**config.mk**
```make
export PLATFORM = sky130hd
export DESIGN_NAME = i2c_slave_register_map_flat
export DESIGN_NICKNAME = d
export VERILOG_FILES = /design/src/sv/i2crm_pkg.sv /design/src/sv/i2crm_ifs.sv /design/src/sv/i2c_slave_register_map.sv /design/src/sv/i2crm_mem.sv /design/src/sv/i2crm_ctrl.sv /design/src/flat_wrapper.sv
export SDC_FILE = /design/constraint.sdc
export NUM_CORES = 2
export LEC_CHECK = 0
export BUFFER_PORTS_ARGS = -buffer_cell sky130_fd_sc_hd__buf_2
export CORE_AREA = 2 2 414 416
export DETAILED_ROUTE_END_ITERATION = 10
export DIE_AREA = 0 0 416 418
export PLACE_DENSITY = 0.72
export SLEW_MARGIN = 15
export SYNTH_ARGS = -nofsm -noshare
export SYNTH_HDL_FRONTEND = slang
export SYNTH_HIERARCHICAL = 1
export SYNTH_SLANG_ARGS = --single-unit
```
**constraint.sdc**
```tcl
create_clock -name clk -period 4.79 [get_ports clk]
set_input_delay 0.479 -clock clk [delete_from_list [all_inputs] [get_ports clk]]
set_output_delay 0.479 -clock clk [all_outputs]
set_load 0.01 [all_outputs]
```
**src/sv/i2crm_pkg.sv**
```systemverilog
// Shared types, constants and the pointer-to-index table of the I2C register map.
package i2crm_pkg;

	localparam int MEM_DEPTH = 256;
	localparam int MEM_AW    = (MEM_DEPTH > 1) ? $clog2(MEM_DEPTH) : 1;

	localparam logic [7:0] UPDATE_OFFSET = 8'h42;

	typedef enum logic [1:0] {
		CMD_WRITE = 2'd0,
		CMD_READ  = 2'd1,
		CMD_STOP  = 2'd2,
		CMD_INIT  = 2'd3
	} cmd_t;

	typedef enum logic [1:0] {
		KIND_NONE       = 2'd0,
		KIND_WRITE_DONE = 2'd1,
		KIND_READ_PEND  = 2'd2,
		KIND_READ_DONE  = 2'd3
	} kind_t;

	typedef enum logic [1:0] {
		PH_IDLE  = 2'd0,
		PH_READY = 2'd1,
		PH_TX    = 2'd2,
		PH_RX    = 2'd3
	} phase_t;

	typedef enum logic {
		FSM_IDLE = 1'b0,
		FSM_EXEC = 1'b1
	} fsm_t;

	typedef struct packed {
		logic              re;
		logic [MEM_AW-1:0] raddr;
		logic              we;
		logic [MEM_AW-1:0] waddr;
		logic [7:0]        wdata;
	} mem_req_t;

	typedef logic [MEM_AW-1:0] idx_lut_t [256];

	// 8-bit pointer to memory index, worked out at elaboration
	function automatic idx_lut_t build_idx_lut();
		idx_lut_t t;
		for (int i = 0; i < 256; i++) begin
			t[i] = MEM_AW'(i % MEM_DEPTH);
		end
		return t;
	endfunction

	localparam idx_lut_t MEM_IDX_LUT = build_idx_lut();

endpackage

```
**src/sv/i2crm_ifs.sv**
```systemverilog
// Valid/ready channel interfaces for bus events and result words.
interface i2crm_evt_if;
	logic       valid;
	logic       ready;
	logic [1:0] command;
	logic [7:0] data_in;

	modport source (output valid, output command, output data_in, input ready);
	modport sink   (input valid, input command, input data_in, output ready);
endinterface

interface i2crm_res_if;
	logic       valid;
	logic       ready;
	logic [7:0] read_data;
	logic [1:0] event_kind;
	logic [7:0] event_offset;
	logic [7:0] event_length;
	logic [7:0] own_address;
	logic       address_updated;

	modport source (output valid, output read_data, output event_kind, output event_offset,
		output event_length, output own_address, output address_updated, input ready);
	modport sink   (input valid, input read_data, input event_kind, input event_offset,
		input event_length, input own_address, input address_updated, output ready);
endinterface

```
**src/sv/i2c_slave_register_map.sv**
```systemverilog
// Top level of the I2C target register map back end.
//
//   channel   dir   handshake      words
//   evt       in    valid/ready    command, data_in
//   res       out   valid/ready    read_data, event_kind, event_offset,
//                                  event_length, own_address, address_updated
//   cfg       in    cfg_we         cfg_wdata (initial own address)
//
// Each event word is handled in an accept cycle, which issues the memory read,
// and an execute cycle, which modifies state, writes memory and loads the result register.
// The execute cycle uses the registered read data of the register memory.
// Reset clears the memory at once through per-entry valid bits.
// A waiting result does not block the next accept; that word holds in the
// execute cycle until the result register frees.
module i2c_slave_register_map (
	input  logic       clk,
	input  logic       arst_n,
	input  logic       cfg_we,
	input  logic [6:0] cfg_wdata,
	i2crm_evt_if.sink  evt,
	i2crm_res_if.source res
);

	i2crm_pkg::mem_req_t mem_req;
	logic [7:0]          mem_rdata;

	i2crm_ctrl u_ctrl (
		.clk       (clk),
		.arst_n    (arst_n),
		.cfg_we    (cfg_we),
		.cfg_wdata (cfg_wdata),
		.evt       (evt),
		.res       (res),
		.mem_req   (mem_req),
		.mem_rdata (mem_rdata)
	);

	i2crm_mem u_mem (
		.clk    (clk),
		.arst_n (arst_n),
		.req    (mem_req),
		.rdata  (mem_rdata)
	);

endmodule

```
**src/sv/i2crm_mem.sv**
```systemverilog
// Register memory: synchronous read, one write port, per-entry valid bits cleared at reset.
module i2crm_mem (
	input  logic                 clk,
	input  logic                 arst_n,
	input  i2crm_pkg::mem_req_t  req,
	output logic [7:0]           rdata
);

	logic [7:0]                     mem [i2crm_pkg::MEM_DEPTH];
	logic [i2crm_pkg::MEM_DEPTH-1:0] vld_q;
	logic [7:0]                     rdata_q;

	always_ff @(posedge clk) begin
		if (req.we) begin
			mem[req.waddr] <= req.wdata;
		end
	end

	always_ff @(posedge clk or negedge arst_n) begin
		if (!arst_n) begin
			vld_q <= '0;
		end else if (req.we) begin
			vld_q[req.waddr] <= 1'b1;
		end
	end

	// never-written entries read as zero
	always_ff @(posedge clk) begin
		if (req.re) begin
			rdata_q <= vld_q[req.raddr] ? mem[req.raddr] : 8'd0;
		end
	end

	assign rdata = rdata_q;

endmodule

```
**src/sv/i2crm_ctrl.sv**
```systemverilog
// Transfer sequencer: pointer, phase, own address and the result word register.
module i2crm_ctrl (
	input  logic                 clk,
	input  logic                 arst_n,
	input  logic                 cfg_we,
	input  logic [6:0]           cfg_wdata,
	i2crm_evt_if.sink            evt,
	i2crm_res_if.source          res,
	output i2crm_pkg::mem_req_t  mem_req,
	input  logic [7:0]           mem_rdata
);

	i2crm_pkg::fsm_t   fsm_q, fsm_d;
	i2crm_pkg::phase_t phase_q, phase_d;
	i2crm_pkg::cmd_t   cmd_q;
	logic [7:0]        data_q;
	logic [7:0]        ptr_q, ptr_d;
	logic [7:0]        start_q, start_d;
	logic [7:0]        target_q, target_d;

	logic              out_vld_q;
	logic [7:0]        rd_q, off_q, len_q;
	i2crm_pkg::kind_t  kind_q;
	logic              upd_q;

	logic [7:0]        rd_d, off_d, len_d;
	i2crm_pkg::kind_t  kind_d;
	logic              upd_d;

	logic              accept, fire, slot_free;
	logic [7:0]        wlen, rlen;

	assign evt.ready = (fsm_q == i2crm_pkg::FSM_IDLE);
	assign accept    = evt.valid && evt.ready;
	assign slot_free = !out_vld_q || res.ready;
	assign fire      = (fsm_q == i2crm_pkg::FSM_EXEC) && slot_free;
	assign wlen      = ptr_q - start_q;
	assign rlen      = ptr_q - start_q - 8'd1;

	always_comb begin
		fsm_d         = fsm_q;
		phase_d       = phase_q;
		ptr_d         = ptr_q;
		start_d       = start_q;
		target_d      = target_q;
		rd_d          = 8'd0;
		kind_d        = i2crm_pkg::KIND_NONE;
		off_d         = 8'd0;
		len_d         = 8'd0;
		upd_d         = 1'b0;
		mem_req.re    = accept;
		// a stop fetches the own-address byte, everything else the pointed byte
		mem_req.raddr = (i2crm_pkg::cmd_t'(evt.command) == i2crm_pkg::CMD_STOP) ?
			i2crm_pkg::MEM_IDX_LUT[i2crm_pkg::UPDATE_OFFSET] : i2crm_pkg::MEM_IDX_LUT[ptr_q];
		mem_req.we    = 1'b0;
		mem_req.waddr = i2crm_pkg::MEM_IDX_LUT[ptr_q];
		mem_req.wdata = data_q;

		unique case (fsm_q)
			i2crm_pkg::FSM_IDLE: begin
				if (accept) begin
					fsm_d = i2crm_pkg::FSM_EXEC;
				end
			end
			i2crm_pkg::FSM_EXEC: begin
				if (fire) begin
					fsm_d = i2crm_pkg::FSM_IDLE;
					unique case (cmd_q)
						i2crm_pkg::CMD_WRITE: begin
							if (phase_q == i2crm_pkg::PH_IDLE) begin
								ptr_d   = data_q;
								start_d = data_q;
								phase_d = i2crm_pkg::PH_READY;
							end else begin
								phase_d    = i2crm_pkg::PH_RX;
								mem_req.we = 1'b1;
								ptr_d      = ptr_q + 8'd1;
							end
						end
						i2crm_pkg::CMD_READ: begin
							phase_d = i2crm_pkg::PH_TX;
							rd_d    = mem_rdata;
							ptr_d   = ptr_q + 8'd1;
						end
						i2crm_pkg::CMD_STOP: begin
							unique case (phase_q)
								i2crm_pkg::PH_IDLE: begin
								end
								i2crm_pkg::PH_READY: begin
									// keep pointer for a repeated-start read
									kind_d = i2crm_pkg::KIND_READ_PEND;
									off_d  = start_q;
								end
								i2crm_pkg::PH_RX: begin
									kind_d = i2crm_pkg::KIND_WRITE_DONE;
									off_d  = start_q;
									len_d  = wlen;
									if (start_q == i2crm_pkg::UPDATE_OFFSET && wlen != 8'd0) begin
										target_d = mem_rdata;
										upd_d    = 1'b1;
									end
									phase_d = i2crm_pkg::PH_IDLE;
									ptr_d   = 8'd0;
									start_d = 8'd0;
								end
								i2crm_pkg::PH_TX: begin
									kind_d  = i2crm_pkg::KIND_READ_DONE;
									off_d   = start_q;
									len_d   = rlen;
									phase_d = i2crm_pkg::PH_IDLE;
									ptr_d   = 8'd0;
									start_d = 8'd0;
								end
								default: begin
								end
							endcase
						end
						i2crm_pkg::CMD_INIT: begin
							phase_d = i2crm_pkg::PH_IDLE;
						end
						default: begin
						end
					endcase
				end
			end
			default: begin
				fsm_d = i2crm_pkg::FSM_IDLE;
			end
		endcase

		if (cfg_we) begin
			target_d = {1'b0, cfg_wdata};
		end
	end

	always_ff @(posedge clk or negedge arst_n) begin
		if (!arst_n) begin
			fsm_q     <= i2crm_pkg::FSM_IDLE;
			phase_q   <= i2crm_pkg::PH_IDLE;
			ptr_q     <= 8'd0;
			start_q   <= 8'd0;
			target_q  <= 8'd0;
			out_vld_q <= 1'b0;
		end else begin
			fsm_q    <= fsm_d;
			phase_q  <= phase_d;
			ptr_q    <= ptr_d;
			start_q  <= start_d;
			target_q <= target_d;
			if (fire) begin
				out_vld_q <= 1'b1;
			end else if (res.ready) begin
				out_vld_q <= 1'b0;
			end
		end
	end

	// hold the event word for the execute cycle
	always_ff @(posedge clk) begin
		if (accept) begin
			cmd_q  <= i2crm_pkg::cmd_t'(evt.command);
			data_q <= evt.data_in;
		end
	end

	always_ff @(posedge clk) begin
		if (fire) begin
			rd_q   <= rd_d;
			kind_q <= kind_d;
			off_q  <= off_d;
			len_q  <= len_d;
			upd_q  <= upd_d;
		end
	end

	assign res.valid           = out_vld_q;
	assign res.read_data       = rd_q;
	assign res.event_kind      = kind_q;
	assign res.event_offset    = off_q;
	assign res.event_length    = len_q;
	assign res.own_address     = target_q;
	assign res.address_updated = upd_q;

endmodule
```
**src/flat_wrapper.sv**
```systemverilog
// flat-port wrapper written by rule: the top's interface ports become plain ports
module i2c_slave_register_map_flat 
  (clk, arst_n, cfg_we, cfg_wdata, evt_valid, evt_command, evt_data_in, evt_ready, res_valid, res_read_data, res_event_kind, res_event_offset, res_event_length, res_own_address, res_address_updated, res_ready);
  i2crm_evt_if evt_i ();
  i2crm_res_if res_i ();
  input  logic clk;
  input  logic arst_n;
  input  logic cfg_we;
  input  logic [6:0] cfg_wdata;
  input wire logic [$bits(evt_i.valid)-1:0] evt_valid;
  input wire logic [$bits(evt_i.command)-1:0] evt_command;
  input wire logic [$bits(evt_i.data_in)-1:0] evt_data_in;
  output wire logic [$bits(evt_i.ready)-1:0] evt_ready;
  output wire logic [$bits(res_i.valid)-1:0] res_valid;
  output wire logic [$bits(res_i.read_data)-1:0] res_read_data;
  output wire logic [$bits(res_i.event_kind)-1:0] res_event_kind;
  output wire logic [$bits(res_i.event_offset)-1:0] res_event_offset;
  output wire logic [$bits(res_i.event_length)-1:0] res_event_length;
  output wire logic [$bits(res_i.own_address)-1:0] res_own_address;
  output wire logic [$bits(res_i.address_updated)-1:0] res_address_updated;
  input wire logic [$bits(res_i.ready)-1:0] res_ready;
  assign evt_i.valid = evt_valid;
  assign evt_i.command = evt_command;
  assign evt_i.data_in = evt_data_in;
  assign evt_ready = evt_i.ready;
  assign res_valid = res_i.valid;
  assign res_read_data = res_i.read_data;
  assign res_event_kind = res_i.event_kind;
  assign res_event_offset = res_i.event_offset;
  assign res_event_length = res_i.event_length;
  assign res_own_address = res_i.own_address;
  assign res_address_updated = res_i.address_updated;
  assign res_i.ready = res_ready;
  i2c_slave_register_map u_core (.clk(clk), .arst_n(arst_n), .cfg_we(cfg_we), .cfg_wdata(cfg_wdata), .evt(evt_i), .res(res_i));
endmodule
```
==> impl_metrics.ini <==
[run_status]
status = completed

[yosys]
synthFlopType = edfxtp_1
yosysSeqAreaShare_pct = 74.0
synth_cell_types = 85
synth_area_um2 = 94500
synth_area_per_cell_um2 = 18.6
yosys_register_bits = 2377
netlist_instances = 5081
syn-num-nets = 5119
synth_edf_count = 2093
ys_warn_count = 6
async_flop_share_pct = 11.9

[power_and_ir_drop]
p_leak_nw = 36.1
netSwitchingPower_mw = 16.2
power_frac_clock_pct = 32.6
power_frac_comb_pct = 24.4
p_int_mw = 37.8
netSwitchingFraction_pct = 29.9
ir_worst_vdd_mv = 0.432
p_seq_share_pct = 43.0
p_per_area_nw_per_um2 = 510

[cts]
clk_pin_slew_worst_paths_ps = 60
htreeDepth = 4
cts_setup_buffers = 0
cts_tree = yes
worstSkewPairLatency_ps = 870
cts_buffers = 223
cts.sinks = 2377
cts_root_buffer = clkbuf_16
cts.path.max_buffers = 3

[timing]
worst_slack_ps = 223
rsz0062_at_grt = false
hold_violations = 0
worst_pin_slew_ps = 1380
setup_viol = 0
finalSetupTns_ps = 0
period_share_pct = 95.3
fin_skew_ps = 55.1
maxSlewHeadroom_pct = 5.44
period_minus_slack_ps = 4570
max_freq_mhz = 219
slew_violations = 0

[final_layout]
fin_util_pct = 62.5
nNetsFinal = 5384
fin_area_um2 = 106000
finalNonFillerCells = 7761
syn_to_final_growth_pct = 11.8
drive_gt1_share_pct = 23.2

[floorplanning]
die-area_um2 = 174000
die_h_um = 418
coreArea_um2 = 169000
rows = 151
start_util_pct = 55.9
die_w_um = 416
pin_count = 59

[global_routing]
antenna_found_initial = 6
grt_overflow_total = 0
track_usage_pct = 27.7
grt_max_degree = 219
grt_pass1_wl_mm = 350
first_global_vias = 50200

[run]
maxCapViolations = 0

[placement]
place_ws_ps = -9.61
gp_congestion = 0.903
placed_cells = 7312
dp_hpwl_mm = 148
dpl_cell_area_um2 = 98100
portBuffers = 58

[route]
vias = 51700
drc = 0
wire_per_inst_um = 31.1
routed_wirelength_mm = 241
firstDrtPassIters = 8
avgViaCountPerCell = 6.66
drt_iter0_markers = 7472
antenna_left = 0

[worst_hold_path]
min-delay-path-class = input port to flop

[critical_path]
required_ps = 5400
crit_fanout = 20
crit_arrival_ps = 5180
endpoint_kind = flop
startpoint_type = input port
criticalPathCategory = input port to flop
cell usage after synthesis (all sizes together) (3+ instances only):
cell type       n  area [µm²]
a2111oi         6        58.8
a211oi         20         155
a21oi         109         549
a221oi          8        70.1
a222oi          6        60.1
a22oi           5        37.5
a311oi          3        43.8
a31oi           8        50.1
and2           17         106
and3           14        87.6
buf           144        1330
clkbuf        148         614
dfrtp         284        7110
dlygate4sd1     3        26.3
edfxtp       2093       62900
ha             15         188
inv            24        90.1
mux2           20         225
mux2i         477        4770
mux4          366        8380
nand2          89         334
nand2b         19         119
nand3          56         285
nand4          18         113
nor2          289        1080
nor2b          28         185
nor3           99         500
nor3b           3        22.5
nor4           25         156
o211ai          3        22.5
o21ai          57         285
o21bai          4        30.0
o221ai        197        1730
o22ai         116         732
o31ai           3        36.3
o32ai           6        52.6
or2           258        1610
or2b            8        63.8
or4             3        22.5
xor2            4        35.0
metrics by stage:
| step | total power, mW | hold WS [ps] |
|---|---|---|
| after global routing | 55.4 | 119 |
| after global placement | 36.3 | 442 |
| final | 53.9 | 143 |
| after floorplan | 32.1 | 183 |
| after detailed placement | 36.5 | 444 |
| after CTS | 53.9 | 74.5 |
power by group through the flow:
stage          Combinational, mW  Sequential (mW)  Clock [mW]
6_report                    13.2             23.2        17.6
5_1_grt                     13.6             23.2        18.5
4_1_cts                     12.9             23.2        17.8
3_5_place_dp                12.8             23.6           0
3_3_place_gp                12.7             23.6           0
2_1_floorplan               8.28             23.8           0
area by class of cell:
cell class | instances | area, µm²
Sequential cell | 2377 | 70000
Fill cell | 11400 | 63400
Multi-Input combinational cell | 2384 | 22500
Clock buffer | 309 | 6170
Timing Repair Buffer | 336 | 2990
Tap cell | 2218 | 2780
Clock inverter | 112 | 1170
Inverter | 24 | 97.6
Antenna cell | 1 | 2.50
cell families (layout without fill, tap and decap cells):
group,Yosys count,count (layout),share of synthesized area [%]
buffers and inverters,320,781,2.19
DFF,2377,2377,74.0
and+or+nand+nor,929,929,4.99
AOI/OAI and AO/OA,570,570,4.34
adders and majority gates,16,16,0.220
xor gates and xnor gates,6,6,0.0636
muxes,863,863,14.2
other,0,1,0
repair_timing:
action,CTS,global route
hold buffers,27,0
resized for setup,0,0
hold endpoints to repair,118,0
cell usage in the layout (no fill, tap or decap), types with 14 or more instances in the layout:
cell,count
nand4_1,18
a21oi_1,108
nand3_1,55
buf_2,57
edfxtp_1,2093
clkbuf_1,60
or2_2,258
clkinv_1,24
nor4_1,25
ha_1,15
a211oi_1,19
clkbuf_8,25
nand2_1,87
and3_1,14
nor2_1,289
mux2i_1,477
clkinv_2,46
mux4_1,36
nand2b_1,17
dlygate4sd3_1,27
buf_4,208
mux4_2,330
clkbuf_16,224
nor2b_1,23
nor3_1,98
o22ai_1,115
o21ai_0,55
bufinv_16,16
o221ai_1,196
buf_12,43
inv_1,19
dfrtp_1,284
flip-flops by register name (all words and copies together) (netlist names):
| name | count |
|---|---|
| u_core/u_mem/mem | 2048 |
| u_core/u_mem/vld_q | 256 |
| u_core/u_ctrl/data_q | 8 |
| u_core/u_ctrl/ptr_q | 8 |
| u_core/u_ctrl/res.event_length | 8 |
| u_core/u_ctrl/res.event_offset | 8 |
| u_core/u_ctrl/res.own_address | 8 |
| u_core/u_ctrl/res.read_data | 8 |
| u_core/u_ctrl/start_q | 8 |
| u_core/u_mem/rdata | 8 |
| u_core/u_ctrl/cmd_q | 2 |
| u_core/u_ctrl/phase_q | 2 |
| u_core/u_ctrl/res.event_kind | 2 |
| u_core/u_ctrl/fsm_q | 1 |
| u_core/u_ctrl/res.address_updated | 1 |
| u_core/u_ctrl/res.valid | 1 |
final timing paths:
path                                                     start                             endpoint  slack [ps]  cells past startpoint
min reg2reg                u_core/u_mem/vld_q[219]$_DFFE_PN0P_  u_core/u_mem/vld_q[219]$_DFFE_PN0P_         460                      1
max                                             evt_command[0]  u_core/u_mem/rdata[5]$_SDFFCE_PN0P_         220                     13
max in group asynchronous                               arst_n   u_core/u_mem/vld_q[12]$_DFFE_PN0P_        3160                      3
min                                                  evt_valid    u_core/u_ctrl/data_q[3]$_DFFE_PP_         140                      2
min in group asynchronous                               arst_n  u_core/u_mem/vld_q[217]$_DFFE_PN0P_         260                      2
max reg2reg                 u_core/u_ctrl/ptr_q[0]$_DFFE_PN0P_  u_core/u_mem/rdata[5]$_SDFFCE_PN0P_         400                     10
worst max-delay path: stages:
cell and delay, ps:
dlygate4sd3_1 530, buf_2 110, nand2b_1 410, and2_4 570, buf_4 360, buf_4 400
mux4_2 560, o22ai_1 160, nor3_1 150, nor4_1 850, buf_4 260, o32ai_1 90
nor2b_2 180
metal layers:
layer | vias up | share of wire (%) | global-route usage (%)
li1 | 21100 | - | -
met1 | 26900 | 39 | 40.0
met2 | 3271 | 47 | 42.3
met3 | 453 | 11 | 6.08
met4 | 0 | 3.3 | 9.31
met5 | - | 0 | 0
No activity file was read; power rests on OpenSTA's default activity.
